## config.mk

```make
export PLATFORM = sky130hd
export DESIGN_NAME = byte_stream_tokenizer_flat
export DESIGN_NICKNAME = d
export VERILOG_FILES = /design/src/rtl/bst_pkg.sv /design/src/rtl/bst_ifs.sv /design/src/rtl/bst_front.sv /design/src/rtl/bst_fifo.sv /design/src/rtl/bst_back.sv /design/src/rtl/byte_stream_tokenizer.sv /design/src/flat_wrapper.sv
export SDC_FILE = /design/constraint.sdc
export NUM_CORES = 1
export LEC_CHECK = 0
export BUFFER_PORTS_ARGS = -buffer_cell sky130_fd_sc_hd__buf_4
export CELL_PAD_IN_SITES_DETAIL_PLACEMENT = 0
export CELL_PAD_IN_SITES_GLOBAL_PLACEMENT = 2
export CORE_UTILIZATION = 25
export DETAILED_ROUTE_END_ITERATION = 8
export GPL_TIMING_DRIVEN = 1
export PLACE_DENSITY_LB_ADDON = 0.2
export SYNTH_ARGS = -nofsm -noshare
export SYNTH_HDL_FRONTEND = slang
export SYNTH_SLANG_ARGS = --single-unit
```

## constraint.sdc

```tcl
create_clock -name clk -period 13.9 [get_ports clk]
set_input_delay 2.78 -clock clk [delete_from_list [all_inputs] [get_ports clk]]
set_output_delay 2.78 -clock clk [all_outputs]
set_load 0.005 [all_outputs]
```

## src/rtl/bst_pkg.sv

```systemverilog
// ----------------------------------------------------------------------------
// bst_pkg
// Shared types, constants and byte classes of the byte stream tokenizer.
// ----------------------------------------------------------------------------
`default_nettype none

package bst_pkg;

  localparam int LENGTH_WIDTH    = 16;
  localparam int POSITION_WIDTH  = 32;
  localparam int LINE_WIDTH      = 32;
  localparam int BYTE_WIDTH      = 8;
  localparam int CFG_INDEX_WIDTH = 2;
  localparam int CFG_DATA_WIDTH  = 16;
  localparam int MAX_LEN_WIDTH   = 16;
  localparam int CMP_WIDTH       = (LENGTH_WIDTH >= MAX_LEN_WIDTH) ? LENGTH_WIDTH + 1
                                                                    : MAX_LEN_WIDTH + 1;
  localparam int FIFO_DEPTH      = 4;
  localparam int FIFO_PTR_WIDTH  = $clog2(FIFO_DEPTH);

  localparam logic [MAX_LEN_WIDTH-1:0] MAX_LEN_RESET = MAX_LEN_WIDTH'(4096);

  localparam logic [BYTE_WIDTH-1:0] CH_NL    = 8'h0A;
  localparam logic [BYTE_WIDTH-1:0] CH_TAB   = 8'h09;
  localparam logic [BYTE_WIDTH-1:0] CH_VT    = 8'h0B;
  localparam logic [BYTE_WIDTH-1:0] CH_CR    = 8'h0D;
  localparam logic [BYTE_WIDTH-1:0] CH_SPACE = 8'h20;
  localparam logic [BYTE_WIDTH-1:0] CH_MINUS = 8'h2D;
  localparam logic [BYTE_WIDTH-1:0] CH_UNDER = 8'h5F;

  typedef enum logic [2:0] {
    KIND_BYTE       = 3'd0,
    KIND_END        = 3'd1,
    KIND_SYMBOL     = 3'd2,
    KIND_NEWLINE    = 3'd3,
    KIND_LEN_ERROR  = 3'd4,
    KIND_STREAM_END = 3'd5
  } kind_t;

  typedef enum logic [CFG_INDEX_WIDTH-1:0] {
    CFG_REPORT_NL   = 2'd0,
    CFG_MINUS_ALPHA = 2'd1,
    CFG_MAX_LEN     = 2'd2
  } cfg_idx_t;

  typedef struct packed {
    logic                     report_nl;
    logic                     minus_alpha;
    logic [MAX_LEN_WIDTH-1:0] max_len;
  } cfg_t;

  typedef struct packed {
    kind_t                     kind;
    logic [BYTE_WIDTH-1:0]     byte_val;
    logic [LENGTH_WIDTH-1:0]   len;
    logic [POSITION_WIDTH-1:0] tstart;
  } result_t;

  // One accepted item: up to two results, a before b, sharing line fields.
  typedef struct packed {
    logic                      a_vld;
    result_t                   a;
    logic                      b_vld;
    result_t                   b;
    logic [LINE_WIDTH-1:0]     line;
    logic [POSITION_WIDTH-1:0] lstart;
  } entry_t;

  function automatic logic is_space(input logic [BYTE_WIDTH-1:0] c);
    return (c == CH_SPACE) || (c == CH_TAB) || (c == CH_VT) || (c == CH_CR) ||
           (c == CH_NL);
  endfunction

  function automatic logic is_word(input logic [BYTE_WIDTH-1:0] c, input logic minus_alpha);
    return (c inside {[8'h30:8'h39], [8'h61:8'h7A], [8'h41:8'h5A], CH_UNDER}) ||
           (minus_alpha && (c == CH_MINUS));
  endfunction

endpackage

`default_nettype wire

```

## src/rtl/bst_ifs.sv

```systemverilog
// ----------------------------------------------------------------------------
// bst_in_if / bst_out_if
// Valid/ready channels of the tokenizer: raw bytes in, results out.
// ----------------------------------------------------------------------------
`default_nettype none

interface bst_in_if;
  logic                             valid;
  logic                             ready;
  logic [bst_pkg::BYTE_WIDTH-1:0]   byte_in;
  logic                             end_of_stream;

  modport source (output valid, output byte_in, output end_of_stream, input ready);
  modport sink   (input valid, input byte_in, input end_of_stream, output ready);
endinterface

interface bst_out_if;
  logic                                 valid;
  logic                                 ready;
  bst_pkg::kind_t                       kind;
  logic [bst_pkg::BYTE_WIDTH-1:0]       byte_out;
  logic [bst_pkg::LENGTH_WIDTH-1:0]     token_length;
  logic [bst_pkg::LINE_WIDTH-1:0]       line_number;
  logic [bst_pkg::POSITION_WIDTH-1:0]   token_start;
  logic [bst_pkg::POSITION_WIDTH-1:0]   line_start;
  logic                                 last;

  modport source (output valid, output kind, output byte_out, output token_length,
                  output line_number, output token_start, output line_start,
                  output last, input ready);
  modport sink   (input valid, input kind, input byte_out, input token_length,
                  input line_number, input token_start, input line_start,
                  input last, output ready);
endinterface

`default_nettype wire

```

## src/rtl/bst_front.sv

```systemverilog
// ----------------------------------------------------------------------------
// bst_front
// Classifies each byte, updates token and position state and queues the
// results the byte causes.
// ----------------------------------------------------------------------------
`default_nettype none

module bst_front (
  input  logic                clk,
  input  logic                rst_n,
  bst_in_if.sink              in_item,
  input  bst_pkg::cfg_t       cfg,
  input  logic                q_full,
  output logic                q_push,
  output bst_pkg::entry_t     q_entry
);

  logic                                 in_token_r, in_token_nxt;
  logic                                 nl_pend_r, nl_pend_nxt;
  logic                                 discard_r, discard_nxt;
  logic [bst_pkg::LENGTH_WIDTH-1:0]     cur_len_r, cur_len_nxt;
  logic [bst_pkg::LINE_WIDTH-1:0]       line_cnt_r, line_cnt_nxt;
  logic [bst_pkg::POSITION_WIDTH-1:0]   byte_pos_r, byte_pos_nxt;
  logic [bst_pkg::POSITION_WIDTH-1:0]   line_begin_r, line_begin_nxt;
  logic [bst_pkg::POSITION_WIDTH-1:0]   start_off_r, start_off_nxt;

  logic                                 accept;
  logic [bst_pkg::BYTE_WIDTH-1:0]       c;
  logic                                 nl_flush;
  logic                                 new_tok;
  logic [bst_pkg::LENGTH_WIDTH-1:0]     len0;
  logic [bst_pkg::POSITION_WIDTH-1:0]   so;
  logic [bst_pkg::CMP_WIDTH-1:0]        grown_w;
  logic                                 overflow;
  bst_pkg::result_t                     nl_res;
  bst_pkg::result_t                     end_res;
  bst_pkg::entry_t                      ent;

  assign in_item.ready = !q_full;
  assign accept        = in_item.valid && !q_full;
  assign c             = in_item.byte_in;
  assign nl_flush      = nl_pend_r && cfg.report_nl;
  assign new_tok       = !in_token_r;
  assign len0          = new_tok ? '0 : cur_len_r;
  assign so            = new_tok ? byte_pos_r : start_off_r;
  assign grown_w       = bst_pkg::CMP_WIDTH'(len0) + bst_pkg::CMP_WIDTH'(1);
  assign overflow      = (grown_w > bst_pkg::CMP_WIDTH'(cfg.max_len)) ||
                         grown_w[bst_pkg::LENGTH_WIDTH];

  always_comb begin
    nl_res          = '0;
    nl_res.kind     = bst_pkg::KIND_NEWLINE;
    nl_res.tstart   = byte_pos_r;
    end_res         = '0;
    end_res.kind    = bst_pkg::KIND_END;
    end_res.len     = cur_len_r;
    end_res.tstart  = start_off_r;
  end

  always_comb begin
    in_token_nxt   = in_token_r;
    nl_pend_nxt    = nl_pend_r;
    discard_nxt    = discard_r;
    cur_len_nxt    = cur_len_r;
    line_cnt_nxt   = line_cnt_r;
    line_begin_nxt = line_begin_r;
    start_off_nxt  = start_off_r;
    byte_pos_nxt   = byte_pos_r + 1'b1;
    ent            = '0;
    ent.line       = line_cnt_r;
    ent.lstart     = line_begin_r;

    if (in_item.end_of_stream) begin
      if (in_token_r) begin
        ent.a_vld = 1'b1;
        ent.a     = end_res;
      end else if (nl_flush) begin
        ent.a_vld = 1'b1;
        ent.a     = nl_res;
      end
      ent.b_vld       = 1'b1;
      ent.b.kind      = bst_pkg::KIND_STREAM_END;
      ent.b.tstart    = byte_pos_r;
      in_token_nxt    = 1'b0;
      nl_pend_nxt     = 1'b0;
      discard_nxt     = 1'b0;
      cur_len_nxt     = '0;
      line_cnt_nxt    = '0;
      byte_pos_nxt    = '0;
      line_begin_nxt  = '0;
      start_off_nxt   = '0;
    end else if (bst_pkg::is_word(c, cfg.minus_alpha)) begin
      if (!discard_r) begin
        if (new_tok) begin
          ent.a_vld   = nl_flush;
          ent.a       = nl_res;
          nl_pend_nxt = 1'b0;
        end
        start_off_nxt = so;
        ent.b_vld     = 1'b1;
        ent.b.tstart  = so;
        if (overflow) begin
          ent.b.kind   = bst_pkg::KIND_LEN_ERROR;
          ent.b.len    = len0;
          in_token_nxt = 1'b0;
          discard_nxt  = 1'b1;
          cur_len_nxt  = '0;
        end else begin
          ent.b.kind     = bst_pkg::KIND_BYTE;
          ent.b.byte_val = c;
          ent.b.len      = grown_w[bst_pkg::LENGTH_WIDTH-1:0];
          in_token_nxt   = 1'b1;
          cur_len_nxt    = grown_w[bst_pkg::LENGTH_WIDTH-1:0];
        end
      end
    end else if (bst_pkg::is_space(c)) begin
      ent.a_vld    = in_token_r;
      ent.a        = end_res;
      in_token_nxt = 1'b0;
      discard_nxt  = 1'b0;
      cur_len_nxt  = '0;
      if (c == bst_pkg::CH_NL) begin
        line_cnt_nxt   = line_cnt_r + 1'b1;
        line_begin_nxt = byte_pos_r + 1'b1;
        nl_pend_nxt    = 1'b1;
      end
    end else begin
      if (in_token_r) begin
        ent.a_vld = 1'b1;
        ent.a     = end_res;
      end else if (nl_flush) begin
        ent.a_vld = 1'b1;
        ent.a     = nl_res;
      end
      nl_pend_nxt    = 1'b0;
      in_token_nxt   = 1'b0;
      discard_nxt    = 1'b0;
      cur_len_nxt    = '0;
      start_off_nxt  = byte_pos_r;
      ent.b_vld      = 1'b1;
      ent.b.kind     = bst_pkg::KIND_SYMBOL;
      ent.b.byte_val = c;
      ent.b.len      = bst_pkg::LENGTH_WIDTH'(1);
      ent.b.tstart   = byte_pos_r;
    end
  end

  assign q_push  = accept && (ent.a_vld || ent.b_vld);
  assign q_entry = ent;

  always_ff @(posedge clk) begin
    if (!rst_n) begin
      in_token_r   <= 1'b0;
      nl_pend_r    <= 1'b0;
      discard_r    <= 1'b0;
      cur_len_r    <= '0;
      line_cnt_r   <= '0;
      byte_pos_r   <= '0;
      line_begin_r <= '0;
      start_off_r  <= '0;
    end else if (accept) begin
      in_token_r   <= in_token_nxt;
      nl_pend_r    <= nl_pend_nxt;
      discard_r    <= discard_nxt;
      cur_len_r    <= cur_len_nxt;
      line_cnt_r   <= line_cnt_nxt;
      byte_pos_r   <= byte_pos_nxt;
      line_begin_r <= line_begin_nxt;
      start_off_r  <= start_off_nxt;
    end
  end

endmodule

`default_nettype wire

```

## src/rtl/bst_fifo.sv

```systemverilog
// ----------------------------------------------------------------------------
// bst_fifo
// Short queue of result entries between the classifier and the output side.
// ----------------------------------------------------------------------------
`default_nettype none

module bst_fifo (
  input  logic              clk,
  input  logic              rst_n,
  input  logic              push,
  input  bst_pkg::entry_t   push_entry,
  input  logic              pop,
  output bst_pkg::entry_t   head,
  output logic              full,
  output logic              empty
);

  bst_pkg::entry_t                       mem_r [bst_pkg::FIFO_DEPTH];
  logic [bst_pkg::FIFO_PTR_WIDTH-1:0]    wr_ptr_r;
  logic [bst_pkg::FIFO_PTR_WIDTH-1:0]    rd_ptr_r;
  logic [bst_pkg::FIFO_PTR_WIDTH:0]      cnt_r, cnt_nxt;

  assign full  = (cnt_r == (bst_pkg::FIFO_PTR_WIDTH + 1)'(bst_pkg::FIFO_DEPTH));
  assign empty = (cnt_r == '0);
  assign head  = mem_r[rd_ptr_r];

  always_comb begin
    cnt_nxt = cnt_r;
    if (push && !pop) begin
      cnt_nxt = cnt_r + 1'b1;
    end else if (pop && !push) begin
      cnt_nxt = cnt_r - 1'b1;
    end
  end

  always_ff @(posedge clk) begin
    if (!rst_n) begin
      wr_ptr_r <= '0;
      rd_ptr_r <= '0;
      cnt_r    <= '0;
    end else begin
      if (push) begin
        wr_ptr_r <= wr_ptr_r + 1'b1;
      end
      if (pop) begin
        rd_ptr_r <= rd_ptr_r + 1'b1;
      end
      cnt_r <= cnt_nxt;
    end
  end

  always_ff @(posedge clk) begin
    if (push) begin
      mem_r[wr_ptr_r] <= push_entry;
    end
  end

endmodule

`default_nettype wire

```

## src/rtl/bst_back.sv

```systemverilog
// ----------------------------------------------------------------------------
// bst_back
// Unpacks queued entries into single results and holds them in the output
// register until taken.
// ----------------------------------------------------------------------------
`default_nettype none

module bst_back (
  input  logic              clk,
  input  logic              rst_n,
  input  bst_pkg::entry_t   head,
  input  logic              q_empty,
  output logic              q_pop,
  bst_out_if.source         out_item
);

  logic                                phase_r;
  logic                                out_vld_r;
  bst_pkg::result_t                    res_r;
  logic [bst_pkg::LINE_WIDTH-1:0]      line_r;
  logic [bst_pkg::POSITION_WIDTH-1:0]  lstart_r;
  logic                                last_r;

  logic                                sel_b;
  logic                                done;
  logic                                load;
  bst_pkg::result_t                    res;

  assign sel_b = phase_r || !head.a_vld;
  assign res   = sel_b ? head.b : head.a;
  assign done  = sel_b || !head.b_vld;
  assign load  = !q_empty && (!out_vld_r || out_item.ready);
  assign q_pop = load && done;

  always_ff @(posedge clk) begin
    if (!rst_n) begin
      phase_r   <= 1'b0;
      out_vld_r <= 1'b0;
    end else begin
      if (load) begin
        phase_r   <= !done;
        out_vld_r <= 1'b1;
      end else if (out_item.ready) begin
        out_vld_r <= 1'b0;
      end
    end
  end

  always_ff @(posedge clk) begin
    if (load) begin
      res_r    <= res;
      line_r   <= head.line;
      lstart_r <= head.lstart;
      last_r   <= done;
    end
  end

  assign out_item.valid        = out_vld_r;
  assign out_item.kind         = res_r.kind;
  assign out_item.byte_out     = res_r.byte_val;
  assign out_item.token_length = res_r.len;
  assign out_item.line_number  = line_r;
  assign out_item.token_start  = res_r.tstart;
  assign out_item.line_start   = lstart_r;
  assign out_item.last         = last_r;

endmodule

`default_nettype wire

```

## src/rtl/byte_stream_tokenizer.sv

```systemverilog
// ----------------------------------------------------------------------------
// byte_stream_tokenizer
// Splits a byte stream into word, symbol and newline tokens with positions.
// ----------------------------------------------------------------------------
// A byte is accepted every cycle while the four-entry result queue has room;
// the classifier updates all counters in that same cycle. Each byte yields
// zero, one or two results, and the output register delivers one result per
// cycle while the receiver is ready; a byte with two results (token end or
// newline before a symbol or stream end, or newline before a word byte)
// sends them one after the other. Results pass the result queue and then
// the output register. Configuration writes take effect at the next edge.
`default_nettype none

module byte_stream_tokenizer (
  input  logic                                   clk,
  input  logic                                   rst_n,
  bst_in_if.sink                                 in_item,
  bst_out_if.source                              out_item,
  input  logic                                   cfg_we,
  input  logic [bst_pkg::CFG_INDEX_WIDTH-1:0]    cfg_index,
  input  logic [bst_pkg::CFG_DATA_WIDTH-1:0]     cfg_data
);

  bst_pkg::cfg_t    cfg_r;
  logic             q_full;
  logic             q_empty;
  logic             q_push;
  logic             q_pop;
  bst_pkg::entry_t  q_entry;
  bst_pkg::entry_t  q_head;

  always_ff @(posedge clk) begin
    if (!rst_n) begin
      cfg_r.report_nl   <= 1'b0;
      cfg_r.minus_alpha <= 1'b0;
      cfg_r.max_len     <= bst_pkg::MAX_LEN_RESET;
    end else if (cfg_we) begin
      case (cfg_index)
        bst_pkg::CFG_REPORT_NL:   cfg_r.report_nl   <= cfg_data[0];
        bst_pkg::CFG_MINUS_ALPHA: cfg_r.minus_alpha <= cfg_data[0];
        bst_pkg::CFG_MAX_LEN:     cfg_r.max_len     <= cfg_data[bst_pkg::MAX_LEN_WIDTH-1:0];
        default: begin
        end
      endcase
    end
  end

  bst_front u_front (
    .clk     (clk),
    .rst_n   (rst_n),
    .in_item (in_item),
    .cfg     (cfg_r),
    .q_full  (q_full),
    .q_push  (q_push),
    .q_entry (q_entry)
  );

  bst_fifo u_fifo (
    .clk        (clk),
    .rst_n      (rst_n),
    .push       (q_push),
    .push_entry (q_entry),
    .pop        (q_pop),
    .head       (q_head),
    .full       (q_full),
    .empty      (q_empty)
  );

  bst_back u_back (
    .clk      (clk),
    .rst_n    (rst_n),
    .head     (q_head),
    .q_empty  (q_empty),
    .q_pop    (q_pop),
    .out_item (out_item)
  );

  a_stream_end_last: assert property (@(posedge clk) disable iff (!rst_n)
    (out_item.valid && (out_item.kind == bst_pkg::KIND_STREAM_END)) |-> out_item.last)
    else $error("stream end item not marked last");

  a_byte_len_nonzero: assert property (@(posedge clk) disable iff (!rst_n)
    (out_item.valid && (out_item.kind == bst_pkg::KIND_BYTE)) |-> (out_item.token_length != '0))
    else $error("token byte with zero length");

  a_symbol_len_one: assert property (@(posedge clk) disable iff (!rst_n)
    (out_item.valid && (out_item.kind == bst_pkg::KIND_SYMBOL)) |->
      (out_item.token_length == bst_pkg::LENGTH_WIDTH'(1)))
    else $error("symbol token length not one");

  a_newline_enabled: assert property (@(posedge clk) disable iff (!rst_n)
    (out_item.valid && (out_item.kind == bst_pkg::KIND_NEWLINE)) |-> cfg_r.report_nl)
    else $error("newline token while reporting is off");

endmodule

`default_nettype wire
```

## src/flat_wrapper.sv

```systemverilog
// flat-port wrapper written by rule: the top's interface ports become plain ports
module byte_stream_tokenizer_flat 
  (clk, rst_n, cfg_we, cfg_index, cfg_data, in_item_valid, in_item_byte_in, in_item_end_of_stream, in_item_ready, out_item_valid, out_item_kind, out_item_byte_out, out_item_token_length, out_item_line_number, out_item_token_start, out_item_line_start, out_item_last, out_item_ready);
  bst_in_if in_item_i ();
  bst_out_if out_item_i ();
  input  logic clk;
  input  logic rst_n;
  input  logic cfg_we;
  input  logic [bst_pkg::CFG_INDEX_WIDTH-1:0] cfg_index;
  input  logic [bst_pkg::CFG_DATA_WIDTH-1:0] cfg_data;
  input wire logic [$bits(in_item_i.valid)-1:0] in_item_valid;
  input wire logic [$bits(in_item_i.byte_in)-1:0] in_item_byte_in;
  input wire logic [$bits(in_item_i.end_of_stream)-1:0] in_item_end_of_stream;
  output wire logic [$bits(in_item_i.ready)-1:0] in_item_ready;
  output wire logic [$bits(out_item_i.valid)-1:0] out_item_valid;
  output wire logic [$bits(out_item_i.kind)-1:0] out_item_kind;
  output wire logic [$bits(out_item_i.byte_out)-1:0] out_item_byte_out;
  output wire logic [$bits(out_item_i.token_length)-1:0] out_item_token_length;
  output wire logic [$bits(out_item_i.line_number)-1:0] out_item_line_number;
  output wire logic [$bits(out_item_i.token_start)-1:0] out_item_token_start;
  output wire logic [$bits(out_item_i.line_start)-1:0] out_item_line_start;
  output wire logic [$bits(out_item_i.last)-1:0] out_item_last;
  input wire logic [$bits(out_item_i.ready)-1:0] out_item_ready;
  assign in_item_i.valid = in_item_valid;
  assign in_item_i.byte_in = in_item_byte_in;
  assign in_item_i.end_of_stream = in_item_end_of_stream;
  assign in_item_ready = in_item_i.ready;
  assign out_item_valid = out_item_i.valid;
  assign out_item_kind = out_item_i.kind;
  assign out_item_byte_out = out_item_i.byte_out;
  assign out_item_token_length = out_item_i.token_length;
  assign out_item_line_number = out_item_i.line_number;
  assign out_item_token_start = out_item_i.token_start;
  assign out_item_line_start = out_item_i.line_start;
  assign out_item_last = out_item_i.last;
  assign out_item_i.ready = out_item_ready;
  byte_stream_tokenizer u_core (.clk(clk), .rst_n(rst_n), .in_item(in_item_i), .out_item(out_item_i), .cfg_we(cfg_we), .cfg_index(cfg_index), .cfg_data(cfg_data));
endmodule
```

Word-level counts from Yosys, hierarchy flattened
Memories as Yosys holds them, arrays and structs flattened. A register that Yosys moved wholly into a read port is not among the register bits.
Index checks and enable logic that the tools add are counted.
{ "totals": {"register_bits": 298, "ram_bits": 736, "input_bits": 32, "output_inout_bits": 126, "word_cells": 151, "n_memories": 1} }
{ "memory_table": {"columns": ["name", "depth", "width", "read_ports", "rd_ports_with_merged_regs", "wr", "line_no", "text"], "rows": [
  ["u_core.u_fifo.mem_r", 4, 184, 1, 1, 1, "bst_fifo.sv:18", "bst_pkg::entry_t mem_r [bst_pkg::FIFO_DEPTH];"]
]} }
{ "op_classes": {"addsub": 7, "order_cmp": 7, "eq_ne": 15, "mux": 55, "reduce_logical": 43} }
{ "ops": {"columns": ["op", "n"], "rows": [
  ["two-way mux 32 bit", 15],
  ["two-way mux 60 bit", 5],
  ["two-way mux 120 bit", 2],
  ["two-way mux 16 bit", 6],
  ["adder 32 x 1 -> 32 bit (second input constant)", 2],
  ["two-way mux 64 bit", 1],
  ["two-way mux 59 bit", 1],
  ["== test 8 x 4 -> 1 bit (second input constant)", 4],
  ["two-way mux 24 bit", 1],
  ["two-way mux 1 bit", 18],
  ["adder 16 x 1 -> 17 bit (second input constant)", 1],
  ["greater-than comparator 17 x 16 -> 1 bit", 1],
  ["== test 8 x 6 -> 1 bit (second input constant)", 2],
  ["greater-or-equal comparator 8 x 7 -> 1 bit (second input constant)", 2],
  ["less-or-equal comparator 8 x 7 -> 1 bit (second input constant)", 2],
  ["logical AND 1 bit", 11],
  ["logical OR 1 bit", 10],
  ["two-way mux 3 bit", 3],
  ["inequality test 3 bit (second input constant)", 3],
  ["== test 8 x 7 -> 1 bit (second input constant)", 1],
  ["greater-or-equal comparator 8 x 6 -> 1 bit (second input constant)", 1],
  ["less-or-equal comparator 8 x 6 -> 1 bit (second input constant)", 1],
  ["zero test 1 bit", 8],
  ["two-way mux 8 bit", 1],
  ["16 further kinds", 25]
]} }

Logic depth before layout (Yosys ltp)
Gate-level depths: netlist of the first run.
{ "depth": {"word_depth": 14, "mapped_depth": 19, "depth_no_buf": 17} }

Cells and area by module
Synthesis of the first run repeated with hierarchy kept, for this count alone.
{ "hier_totals": {"cells_unflattened": 2420, "area_unflattened_um2": 41791.3} }
{ "by_module_without_submodules": {"columns": ["mod", "instances", "cells_each", "area_each_um2", "seq_area_each_um2"], "rows": [
  ["bst_fifo", 1, 1004, 27138.5, 22281.4],
  ["bst_front", 1, 1135, 9053.7, 2942.8],
  ["bst_back", 1, 202, 4854.7, 3763.6],
  ["byte_stream_tokenizer", 1, 79, 744.5, 360.3]
]} }

Worst setup path before layout of the first run
No wires, ideal clock.
{ "synth_timing": {"kind": "input port to flip-flop", "start": "in out_item_ready", "end": "reg u_core.u_fifo.cnt_r[2] (netlist name)", "t_arrival_ns": 10.796, "required_time_ns": 13.830, "setup_slack_ns": 3.033, "stages": 9, "path_cell_list": "inv_1 > a21oi_1 > nand2_1 > ha_1 > inv_1 > fa_1 > xor2_1 > or3_1 > a21oi_1"} }
{ "synth_between": {"elab_chain_len": 6, "word_cells_on_any_way": 8, "classes_between": "mux (1); reduce/logical (7)"} }
{ "synth_lines": {"columns": ["item", "line_no", "text"], "rows": [
  ["start: declaration", "flat_wrapper.sv:23", "input wire logic [$bits(out_item_i.ready)-1:0] out_item_ready;"],
  ["logical OR 1 bit *", "bst_back.sv:32", "assign load = !q_empty && (!out_vld_r || out_item.ready);"],
  ["logical AND 1 bit *", "bst_back.sv:32", null],
  ["named net u_core.u_back.load", "bst_back.sv:26", "logic load;"],
  ["logical AND 1 bit *", "bst_back.sv:33", "assign q_pop = load && done;"],
  ["zero test 1 bit", "bst_fifo.sv:29", "if (push && !pop) begin"],
  ["logical AND 1 bit", "bst_fifo.sv:29", null],
  ["two-way mux 3 bit / nonzero test 2 bit (equally long branches)", null, null],
  ["end signal: assignment", "bst_fifo.sv:48", "cnt_r <= cnt_nxt;"],
  ["end: declaration", "bst_fifo.sv:21", "logic [bst_pkg::FIFO_PTR_WIDTH:0] cnt_r, cnt_nxt;"]
]} }
Mark *: on every way through the listed nets, which the timed path passes. The rest lies on a longest branch.
A chain may end at the register's enable or synchronous reset.

Worst setup path after layout of the first run
{ "layout_timing": {"start": "in in_item_byte_in[0]", "end": "mem u_core.u_fifo.mem_r[0][131] (netlist name) (enable)"} }
{ "layout_between": {"elab_chain_len": 12, "word_cells_on_any_way": 31, "classes_between": "order compare (6); eq/ne (7); mux (6); reduce/logical (12)"} }
{ "layout_lines": {"columns": ["item", "line_no", "text"], "rows": [
  ["start: declaration", "flat_wrapper.sv:12", "input wire logic [$bits(in_item_i.byte_in)-1:0] in_item_byte_in;"],
  ["branches (longest 6 deep; another with greater-or-equal comparator 8 x 6 -> 1 bit)", null, null],
  ["two-way mux 120 bit *", "bst_front.sv:92", "end else if (bst_pkg::is_word(c, cfg.minus_alpha)) begin"],
  ["two-way mux 64 bit *", "bst_front.sv:73", "if (in_item.end_of_stream) begin"],
  ["logical OR 1 bit *", "bst_front.sv:148", "assign q_push = accept && (ent.a_vld || ent.b_vld);"],
  ["logical AND 1 bit *", "bst_front.sv:148", null],
  ["named net u_core.q_push", "byte_stream_tokenizer.sv:27", "logic q_push;"],
  ["two-way mux 1 bit *", "bst_fifo.sv:53", "if (push) begin"],
  ["two-way mux 1 bit (not written as such) *", "bst_fifo.sv:54", "mem_r[wr_ptr_r] <= push_entry;"],
  ["end: declaration", "bst_fifo.sv:18", null]
]} }
Mark *: on every way through the listed nets, which the timed path passes.

==> results.py, run 1 <==
metrics = {
    "power_and_ir_drop": {
        "power_leakage_nw": 15.1,
        "ir_worst_vdd_mv": 0.187,
        "p_per_area_mw_per_mm2": 182,
    },
    "clock_tree": {
        "cts_sinks": 1000,
        "cts_tree": "built",
        "htree_levels": 3,
        "cts_hold_buf": 0,
        "cts_buffer_depth": 3,
        "cts_buffers": 113,
        "ctsResizeCount": 0,
        "clkTransAtPathRegs_ns": 0.06,
        "clk_latency_ns": 0.73,
        "root_buffer": "clkbuf_16",
        "postCtsSetupRepairBufs": 0,
    },
    "floorplan": {
        "io_pins": 158,
        "die_x_um": 399,
        "fp-row-count": 145,
        "die_height_um": 399,
        "initial_core_util_pct": 25.2,
        "die_area_mm2": 0.159,
        "coreArea_mm2": 0.156,
    },
    "synthesis": {
        "synth_top_cell_by_area": "edfxtp_1",
        "async_reset_ff_share_pct": 0,
        "synth-xor-area-share_pct": 1.69,
        "synth-compound-area-share_pct": 5.95,
        "synthSimpleGateAreaFrac_pct": 5.90,
        "synth_top_family_by_area": "multiplexers",
        "ys_ff_latch": 1000,
        "syn_area_per_cell_um2": 17.1,
        "yosysSeqAreaShare_pct": 71.9,
        "syn_inst": 2300,
        "syn_area_mm2": 0.0393,
        "synth_edf_count": 824,
        "synth_area_leaders": "edfxtp_1 63%, mux4_2 10%, dfxtp_1 9.0%",
        "ys.flop_type": "edfxtp_1",
        "ys_types": 79,
        "synthAdderAreaFrac_pct": 0.846,
        "yosys_warnings": 0,
        "synth_nets": 2358,
        "yosys-mux-area-fraction_pct": 11.7,
        "synth.top_cell.area_share_pct": 62.9,
    },
    "timing": {
        "slew_viol_final": 0,
        "slew_headroom_pct": 23.2,
        "finalSetupTns_ns": 0,
        "finClkSkew_ns": 0.0284,
        "fmaxAchievable_mhz": 135,
        "rsz0062_at_grt": "false",
        "worst_slew_pin_slew_ns": 1.15,
        "post-route-period-util_pct": 53.1,
        "fin_crit_ns": 7.39,
        "hold_viol_final": 0,
        "finalSetupViolCount": 0,
    },
    "min_path": {
        "min_from": "u_core.cfg_r[7]$_SDFFE_PN0P_",
        "min_to": "u_core.cfg_r[7]$_SDFFE_PN0P_",
        "holdPathStages": 2,
        "hold_class": "flop to flop",
    },
    "route": {
        "post-route-drc-count": 0,
        "wirelength_um": 105000,
        "post_drt_wl_per_cell_um": 22.7,
        "via_per_inst": 4.53,
        "first_pass_iters": 7,
        "drt_iter0_drc": 1142,
        "via_count": 20900,
        "antenna_left": 0,
    },
    "place": {
        "port_buffers": 157,
        "place.gp.congestion": 0.710,
        "dp_hpwl_um": 63200,
    },
    "critical_path": {
        "r2r_cells": 16,
        "arrival_ns": 7.72,
        "cp-start-kind": "primary input",
        "slowest_delay_ns": 0.93,
        "crit_chain": "buf_4 -> or4_4 -> a21oi_2 -> or3_1 -> nand3_1 -> a41oi_1 -> and2_4 -> buf_4 -> buf_4",
        "critPathKind": "primary input to flop",
        "path_max_fanout": 64,
        "crit_path_frequent_cell": "buf_4",
        "regToRegEndpoint": "u_core.u_fifo.mem_r[0][114]$_DFFE_PP_",
        "startpoint": "in_item_byte_in[0]",
        "reg2reg_from": "u_core.u_front.in_token_r$_SDFFE_PN0P_",
        "end_kind": "flop",
        "r2r_slack_ns": 8.35,
        "slowest_stage": "buf_4",
        "cp_data_required_time_ns": 14.23,
    },
    "global_route": {
        "grt_pass1_vias": 22300,
        "grt_pass1_wl_um": 154000,
        "grt_usage_pct": 13.2,
        "grt_start_max_net_pins": 127,
        "grt_overflow": 0,
        "antenna_found_initial": 4,
    },
    "cells_and_area": {
        "nets": 2517,
        "area_delta_synth_final_pct": 18.3,
        "drive_above_1_share_pct": 25.0,
        "final_cell_mix": "824 x edfxtp_1, 193 x buf_4, 175 x mux4_2",
        "final_common_cell": "edfxtp_1",
        "utilization_pct": 29.8,
    },
    "outcome": {
        "status": "finished, final reports clean",
    },
    "run": {
        "drv_cap": 0,
    },
}
[worst max path at each step]
| stage | endpoint |
|---|---|
| 2_1_floorplan | u_core.u_fifo.cnt_r[2]$_SDFFE_PN0P_ |
| 3_3_place_gp | u_core.u_fifo.mem_r[0][143]$_DFFE_PP_ |
| 3_5_place_dp | u_core.u_fifo.mem_r[0][144]$_DFFE_PP_ |
| 4_1_cts | u_core.u_fifo.mem_r[0][70]$_DFFE_PP_ |
| 5_1_grt | u_core.u_fifo.mem_r[0][131]$_DFFE_PP_ |
| 6_report | u_core.u_fifo.mem_r[0][131]$_DFFE_PP_ |
[area by class of cell]
cell class              count  area, um^2
clock inverters            54         556
fillers                 15300      110000
clock buffers             159        3200
well taps                2058        2570
flip-flops and latches   1000       28300
repair buffers            195        1490
diodes                      1        2.50
multi-input cells        1113       10300
inverters                  36         135
[layer usage]
metal	up-vias	wire length [um]	track usage [%]
met4	0	2110	3.80
met1	11000	47000	17.1
met5	-	0	0
li1	9421	-	-
met2	379	52100	22.7
met3	133	3530	2.03
[power by group]
part / internal, mW / switching [mW]
Clock: 1.74 / 1.23
Combinational: 0.738 / 0.863
Sequential: 3.76 / 0.161
[registers in the layout (all words and copies together), names as in the netlist, 16 cells and up, named ones only]
register and count:
u_core.u_front.start_off_r 32, u_core.u_back.out_item.token_start 32, u_core.u_front.line_begin_r 32, u_core.u_front.byte_pos_r 32
u_core.cfg_r 18, u_core.u_front.cur_len_r 16, u_core.u_fifo.mem_r 700, u_core.u_back.out_item.line_start 32
u_core.u_front.line_cnt_r 32, u_core.u_back.out_item.line_number 32, u_core.u_back.out_item.token_length 16
[worst max-delay path, delay by kind of cell]
family	cells	cell delay (ns)
and+or+nand+nor	4	2.11
buffers and inverters	3	1.97
AOI/OAI and AO/OA	2	0.68
[cell usage after synthesis (all sizes together) (3+ instances only)]
master  number
or2          3
nor4b        4
or3          9
a31o         7
nand2      125
and2        36
mux4       175
nand4       26
inv         35
dfxtp      176
mux2        51
o31ai        9
and4         4
nor2       106
clkbuf      97
nand3b       5
o21ai       48
nor2b        5
edfxtp     824
xnor2       23
o22ai        8
or4          8
a22o       109
nor4        12
ha          25
xor2        53
o211ai       7
a31oi        9
o31a         3
nand2b       3
mux2i        7
nor3        27
a21oi       74
nand3       70
a22oi       13
buf         54
and3        11
o311ai       3
and3b        5
[logic make-up after synthesis]
family,Yosys count
AO/OA/AOI/OAI,313
XOR/XNOR,76
adder cells (fa/ha/maj),26
buffers and inverters,187
flip-flops,1000
multiplexers,233
AND/OR/NAND/NOR,465
[through the flow]
step / hold WS [ns] / total power, mW / setup slack [ns] / area (um^2) / instances
2_1_floorplan: 0.436 / 4.89 / 3.03 / 39300 / 2300
3_3_place_gp: 0.450 / 5.66 / 5.67 / 42800 / 4402
3_5_place_dp: 0.449 / 5.68 / 5.60 / 42800 / 4402
4_1_cts: 0.458 / 8.70 / 6.41 / 46500 / 4615
5_1_grt: 0.479 / 8.89 / 6.03 / 46500 / 4615
6_report: 0.455 / 8.49 / 6.51 / 46500 / 4616
No activity file was read; power rests on OpenSTA's default activity.
==> run 2, diff against run 1 <==
clock period = 7.7 ns   (was 13.9 ns; I/O delays follow)
==> results.py, run 2 (synthesis gave the netlist of run 1 again) <==
metrics = {
    "clock_tree": {
        "postCtsSetupRepairBufs": 0,
        "htree_levels": 3,
        "cts_tree": "built",
        "cts_buffer_depth": 3,
        "cts_buffers": 115,
        "ctsResizeCount": 0,
        "clkTransAtPathRegs_ns": 0.06,
        "clk_latency_ns": 0.73,
        "root_buffer": "clkbuf_16",
        "cts_hold_buf": 0,
        "cts_sinks": 1000,
    },
    "critical_path": {
        "critPathKind": "flop to flop",
        "reg2reg_from": "u_core.u_front.in_token_r$_SDFFE_PN0P_",
        "cp_data_required_time_ns": 8.11,
        "path_max_fanout": 21,
        "arrival_ns": 5.35,
        "crit_path_end": "u_core.u_fifo.mem_r[0][114]$_DFFE_PP_",
        "cp-start-kind": "flop",
        "startpoint": "u_core.u_front.in_token_r$_SDFFE_PN0P_",
        "end_kind": "flop",
        "r2r_cells": 15,
        "r2r_slack_ns": 2.76,
        "regToRegEndpoint": "u_core.u_fifo.mem_r[0][114]$_DFFE_PP_",
    },
    "global_route": {
        "grt_start_max_net_pins": 78,
        "grt_util_met2_pct": 22.5,
        "grt_pass1_wl_um": 153000,
        "grt_usage_pct": 13.1,
        "top_usage_layer": "met2",
        "grt_pass1_vias": 22300,
        "met3_usage_pct": 2.10,
        "met1_usage_pct": 16.8,
        "grt_overflow": 0,
        "antenna_found_initial": 2,
    },
    "cells_and_area": {
        "finalInstanceArea_mm2": 0.0465,
        "area_delta_synth_final_pct": 18.3,
        "largest_reg_flops": 700,
        "nets": 2519,
        "final_cell_mix": "824 x edfxtp_1, 187 x buf_4, 175 x mux4_2",
        "final_common_cell": "edfxtp_1",
        "drive_above_1_share_pct": 24.6,
        "top_register": "u_core.u_fifo.mem_r",
    },
    "power_and_ir_drop": {
        "pwr-share-comb_pct": 19.1,
        "p_int_mw": 11.2,
        "ir_worst_vdd_mv": 0.191,
        "seq_power_share_pct": 46.2,
        "p_clk_share_pct": 34.7,
        "power.switching_mw": 4.05,
        "p_per_area_mw_per_mm2": 327,
        "finalPower_mw": 15.2,
        "power_leakage_nw": 15.1,
        "p_sw_share_pct": 26.6,
    },
    "route": {
        "via_per_inst": 4.53,
        "post-route-drc-count": 0,
        "post_drt_wl_per_cell_um": 22.4,
        "antenna_left": 0,
        "wirelength_um": 104000,
        "via_count": 20900,
        "drt_iter0_drc": 1140,
        "first_pass_iters": 7,
    },
    "floorplan": {
        "coreArea_mm2": 0.156,
        "die_x_um": 399,
        "initial_core_util_pct": 25.2,
        "io_pins": 158,
        "die_area_mm2": 0.159,
        "fp-row-count": 145,
        "die_height_um": 399,
    },
    "timing": {
        "fin_crit_ns": 4.94,
        "worst_slew_pin_slew_ns": 1.27,
        "finClkSkew_ns": 0.0477,
        "hold_viol_final": 0,
        "finalSetupViolCount": 0,
        "slew_viol_final": 0,
        "fmaxAchievable_mhz": 202,
        "post-route-period-util_pct": 64.2,
        "finalSetupTns_ns": 0,
        "slew_headroom_pct": 14.9,
        "rsz0062_at_grt": "false",
    },
    "min_path": {
        "hold_class": "flop to flop",
    },
    "place": {
        "place.gp.congestion": 0.735,
        "placedInstanceArea_mm2": 0.0429,
        "dp_hpwl_um": 62800,
        "port_buffers": 157,
    },
    "outcome": {
        "status": "finished, final reports clean",
    },
    "run": {
        "drv_cap": 0,
    },
}
-- run 2: changes by cell type in the layout (fill, tap and decap cells not counted), moves of 2 or more --
cell        before  now
bufinv_16        7    3
buf_12           2    8
clkinv_2        19   16
clkinvlp_4       7    2
clkbuf_16      115  117
buf_4          193  187
clkbuf_1        28   44
-- run 2: layer usage --
layer | vias up | wire length, um
li1 | 9436 | -
met1 | 11000 | 45900
met2 | 366 | 51900
met3 | 139 | 3840
met4 | 0 | 1940
met5 | - | 0
-- run 2: how the worst min path moves through the flow --
stage / to / depth (start not counted) / slack, ns / start
after floorplan: u_core.cfg_r[10]$_SDFFE_PN0P_ / 2 / 0.44 / u_core.cfg_r[10]$_SDFFE_PN0P_
after global placement: u_core.cfg_r[8]$_SDFFE_PN0P_ / 2 / 0.46 / u_core.cfg_r[8]$_SDFFE_PN0P_
after detailed placement: u_core.cfg_r[15]$_SDFFE_PN0P_ / 2 / 0.45 / u_core.cfg_r[15]$_SDFFE_PN0P_
after CTS: u_core.cfg_r[15]$_SDFFE_PN0P_ / 2 / 0.46 / u_core.cfg_r[15]$_SDFFE_PN0P_
after global routing: u_core.cfg_r[15]$_SDFFE_PN0P_ / 2 / 0.48 / u_core.cfg_r[15]$_SDFFE_PN0P_
final: u_core.cfg_r[4]$_SDFFE_PN0P_ / 2 / 0.46 / u_core.cfg_r[4]$_SDFFE_PN0P_
-- run 2: layout make-up --
| class | instances | area [um^2] |
|---|---|---|
| well taps | 2058 | 2570 |
| repair buffers | 195 | 1560 |
| fillers | 15400 | 110000 |
| flip-flops and latches | 1000 | 28300 |
| clock buffers | 177 | 3310 |
| multi-input cells | 1113 | 10300 |
| diodes | 1 | 2.50 |
| inverters | 36 | 135 |
| clock inverters | 41 | 362 |
-- run 2: power by group through the flow --
stage / Sequential [mW] / Combinational, mW / Clock (mW)
after floorplan: 7.14 / 1.61 / 0
after global placement: 7.14 / 3.05 / 0
after detailed placement: 7.17 / 3.06 / 0
after CTS: 7.06 / 3.07 / 5.49
after global routing: 7.12 / 3.18 / 5.69
final: 7.03 / 2.91 / 5.29
-- run 2: stage by stage --
step | hold slack [ns] | std cells | util [%] | worst slack, ns
after global routing | 0.484 | 4620 | 29.8 | 2.35
after global placement | 0.458 | 4402 | 27.4 | 2.35
after floorplan | 0.436 | 2300 | - | 1.09
after CTS | 0.461 | 4620 | 29.8 | 2.68
final | 0.458 | 4621 | 29.8 | 2.76
after detailed placement | 0.453 | 4402 | 27.4 | 2.27
-- run 2: worst max-delay path, stage by stage, from the launching register on --
cell and delay [ns]:
dfxtp_1 0.32, buf_4 0.31, and2_1 0.21, ha_1 0.31, nand4_1 0.18, nor3_2 0.62
nand4_1 0.26, xor2_1 0.20, nor2_1 0.08, ha_1 0.33, nand4_1 0.11, a21oi_1 0.18
o21ai_0 0.15, a31o_2 0.41, a32oi_1 0.72, nor2b_1 0.22
==> run 3, diff against run 2 <==
clock period = 4.5 ns   (was 7.7 ns; I/O delays follow)
==> results.py, run 3 (synthesis gave the netlist of run 1 again) <==
metrics = {
    "outcome": {
        "status": "finished, final reports clean",
    },
    "timing": {
        "fin_crit_ns": 4.15,
        "finClkSkew_ns": 0.0641,
        "post-route-period-util_pct": 92.2,
        "hold_viol_final": 0,
        "fmaxAchievable_mhz": 241,
        "worst_slew_pin_slew_ns": 1.07,
        "finalSetupViolCount": 0,
        "slew_viol_final": 0,
        "finalWorstSetupSlack_ns": 0.352,
        "rsz0062_at_grt": "false",
        "finalSetupTns_ns": 0,
        "slew_headroom_pct": 28.7,
    },
    "critical_path": {
        "r2r_cells": 16,
        "arrival_ns": 4.64,
        "cp_data_required_time_ns": 4.99,
        "end_kind": "flop",
        "path_max_fanout": 13,
        "critPathKind": "flop to flop",
        "cp-start-kind": "flop",
    },
    "clock_tree": {
        "clkTransAtPathRegs_ns": 0.06,
        "cts_sinks": 1000,
        "cts_tree": "built",
        "htree_levels": 3,
        "cts_hold_buf": 0,
        "cts_buffers": 114,
        "clk_latency_ns": 0.75,
        "root_buffer": "clkbuf_16",
        "cts_buffer_depth": 3,
    },
    "route": {
        "antenna_left": 0,
        "wirelength_um": 105000,
        "drt_iter0_drc": 1218,
        "post-route-drc-count": 0,
        "via_per_inst": 4.49,
        "post_drt_wl_per_cell_um": 22.5,
        "via_count": 21000,
        "first_pass_iters": 5,
    },
    "global_route": {
        "grt_overflow": 0,
        "grt_pass1_vias": 22600,
        "grt_pass1_wl_um": 155000,
        "grt_start_max_net_pins": 127,
        "antenna_found_initial": 4,
        "grt_usage_pct": 13.3,
    },
    "min_path": {
        "hold_class": "primary input to flop",
        "holdPathStages": 2,
    },
    "power_and_ir_drop": {
        "pwr-share-comb_pct": 19.6,
        "power.switching_mw": 7.03,
        "p_clk_share_pct": 34.7,
        "seq_power_share_pct": 45.7,
        "p_per_area_mw_per_mm2": 556,
        "p_int_mw": 19.3,
        "finalPower_mw": 26.3,
        "p_sw_share_pct": 26.7,
        "power_leakage_nw": 15.5,
        "ir_worst_vdd_mv": 0.335,
    },
    "floorplan": {
        "die_area_mm2": 0.159,
        "fp-row-count": 145,
        "io_pins": 158,
        "die_height_um": 399,
        "die_x_um": 399,
        "coreArea_mm2": 0.156,
        "initial_core_util_pct": 25.2,
    },
    "run": {
        "drv_cap": 0,
    },
    "cells_and_area": {
        "fillers": 15300,
        "nets": 2578,
        "finalInstanceArea_mm2": 0.0474,
        "top_register": "u_core.u_fifo.mem_r",
        "final_cell_mix": "824 x edfxtp_1, 219 x buf_4, 175 x mux4_2",
        "area_delta_synth_final_pct": 20.5,
        "final_common_cell": "edfxtp_1",
        "utilization_pct": 30.3,
        "drive_above_1_share_pct": 26.8,
        "largest_reg_flops": 700,
    },
    "place": {
        "pre_cts_ws_ns": 0.168,
        "placedInstanceArea_mm2": 0.0436,
        "dp_hpwl_um": 65900,
        "port_buffers": 157,
        "place.gp.congestion": 0.746,
    },
}
[run 3: cell types whose count changed in the layout (fill, tap and decap cells not counted), sizes merged]
cell and change:
diode +2, buf +60, clkbuf -22, clkinvlp +2, clkinv +15, bufinv +4
[run 3: critical path: stages, from the launching register on]
cell	delay, ns
dfxtp_1	0.42
nand2_1	0.10
inv_1	0.11
ha_1	0.17
nand4_1	0.17
nor3_4	0.25
nand3_1	0.21
xor2_1	0.20
nor2_1	0.18
ha_1	0.30
a21oi_1	0.14
o22ai_1	0.10
o21ai_0	0.25
a31oi_1	0.23
buf_4	0.26
or4_1	0.50
a21oi_1	0.29
[run 3: per-stage QoR]
stage | hold slack (ns) | cells
2_1_floorplan | 0.436 | 2300
3_3_place_gp | 0.454 | 4461
3_5_place_dp | 0.455 | 4461
4_1_cts | 0.320 | 4678
5_1_grt | 0.369 | 4679
6_report | 0.399 | 4682
[run 3: final timing paths]
check	startpoint	to	slack (ns)
worst max register to register	u_core.u_front.in_token_r$_SDFFE_PN0P_	u_core.u_fifo.mem_r[3][99]$_DFFE_PP_	0.35
worst min register to register	u_core.cfg_r[15]$_SDFFE_PN0P_	u_core.cfg_r[15]$_SDFFE_PN0P_	0.46
worst min-delay path	rst_n	u_core.cfg_r[12]$_SDFFE_PN1P_	0.40
worst max-delay path	u_core.u_front.in_token_r$_SDFFE_PN0P_	u_core.u_fifo.mem_r[3][99]$_DFFE_PP_	0.35
[run 3: power by group through the flow]
stage	registers, mW	clock network [mW]	logic, mW
2_1_floorplan	12.2	0	2.75
3_3_place_gp	12.2	0	5.37
3_5_place_dp	12.3	0	5.41
4_1_cts	12.1	9.49	5.42
5_1_grt	12.2	9.82	5.63
6_report	12.0	9.14	5.16
[run 3: cell type report]
type,count,area [um^2],area share (%)
multi-input combinational,1113,10300,21.8
sequential,1000,28300,59.7
clock buffer,155,3120,6.58
inverter,36,135,0.285
antenna,3,7.51,0.0158
timing repair buffer,255,2360,4.99
tap,2058,2570,5.43
clock inverter,62,599,1.26
[run 3: routing by layer]
metal | share of wire, % | wire [um] | vias to the layer above | track usage [%]
met5 | 0 | 0 | - | 0
met1 | 44 | 46600 | 11000 | 17.0
met4 | 2.4 | 2500 | 0 | 4.35
li1 | - | - | 9560 | -
met2 | 50 | 52300 | 361 | 22.7
met3 | 3.7 | 3950 | 142 | 2.27
[run 3: repair_timing]
item / CTS / global route
setup endpoints to repair: 0 / 87
resized for setup: 0 / 3
buffers inserted: 0 / 1
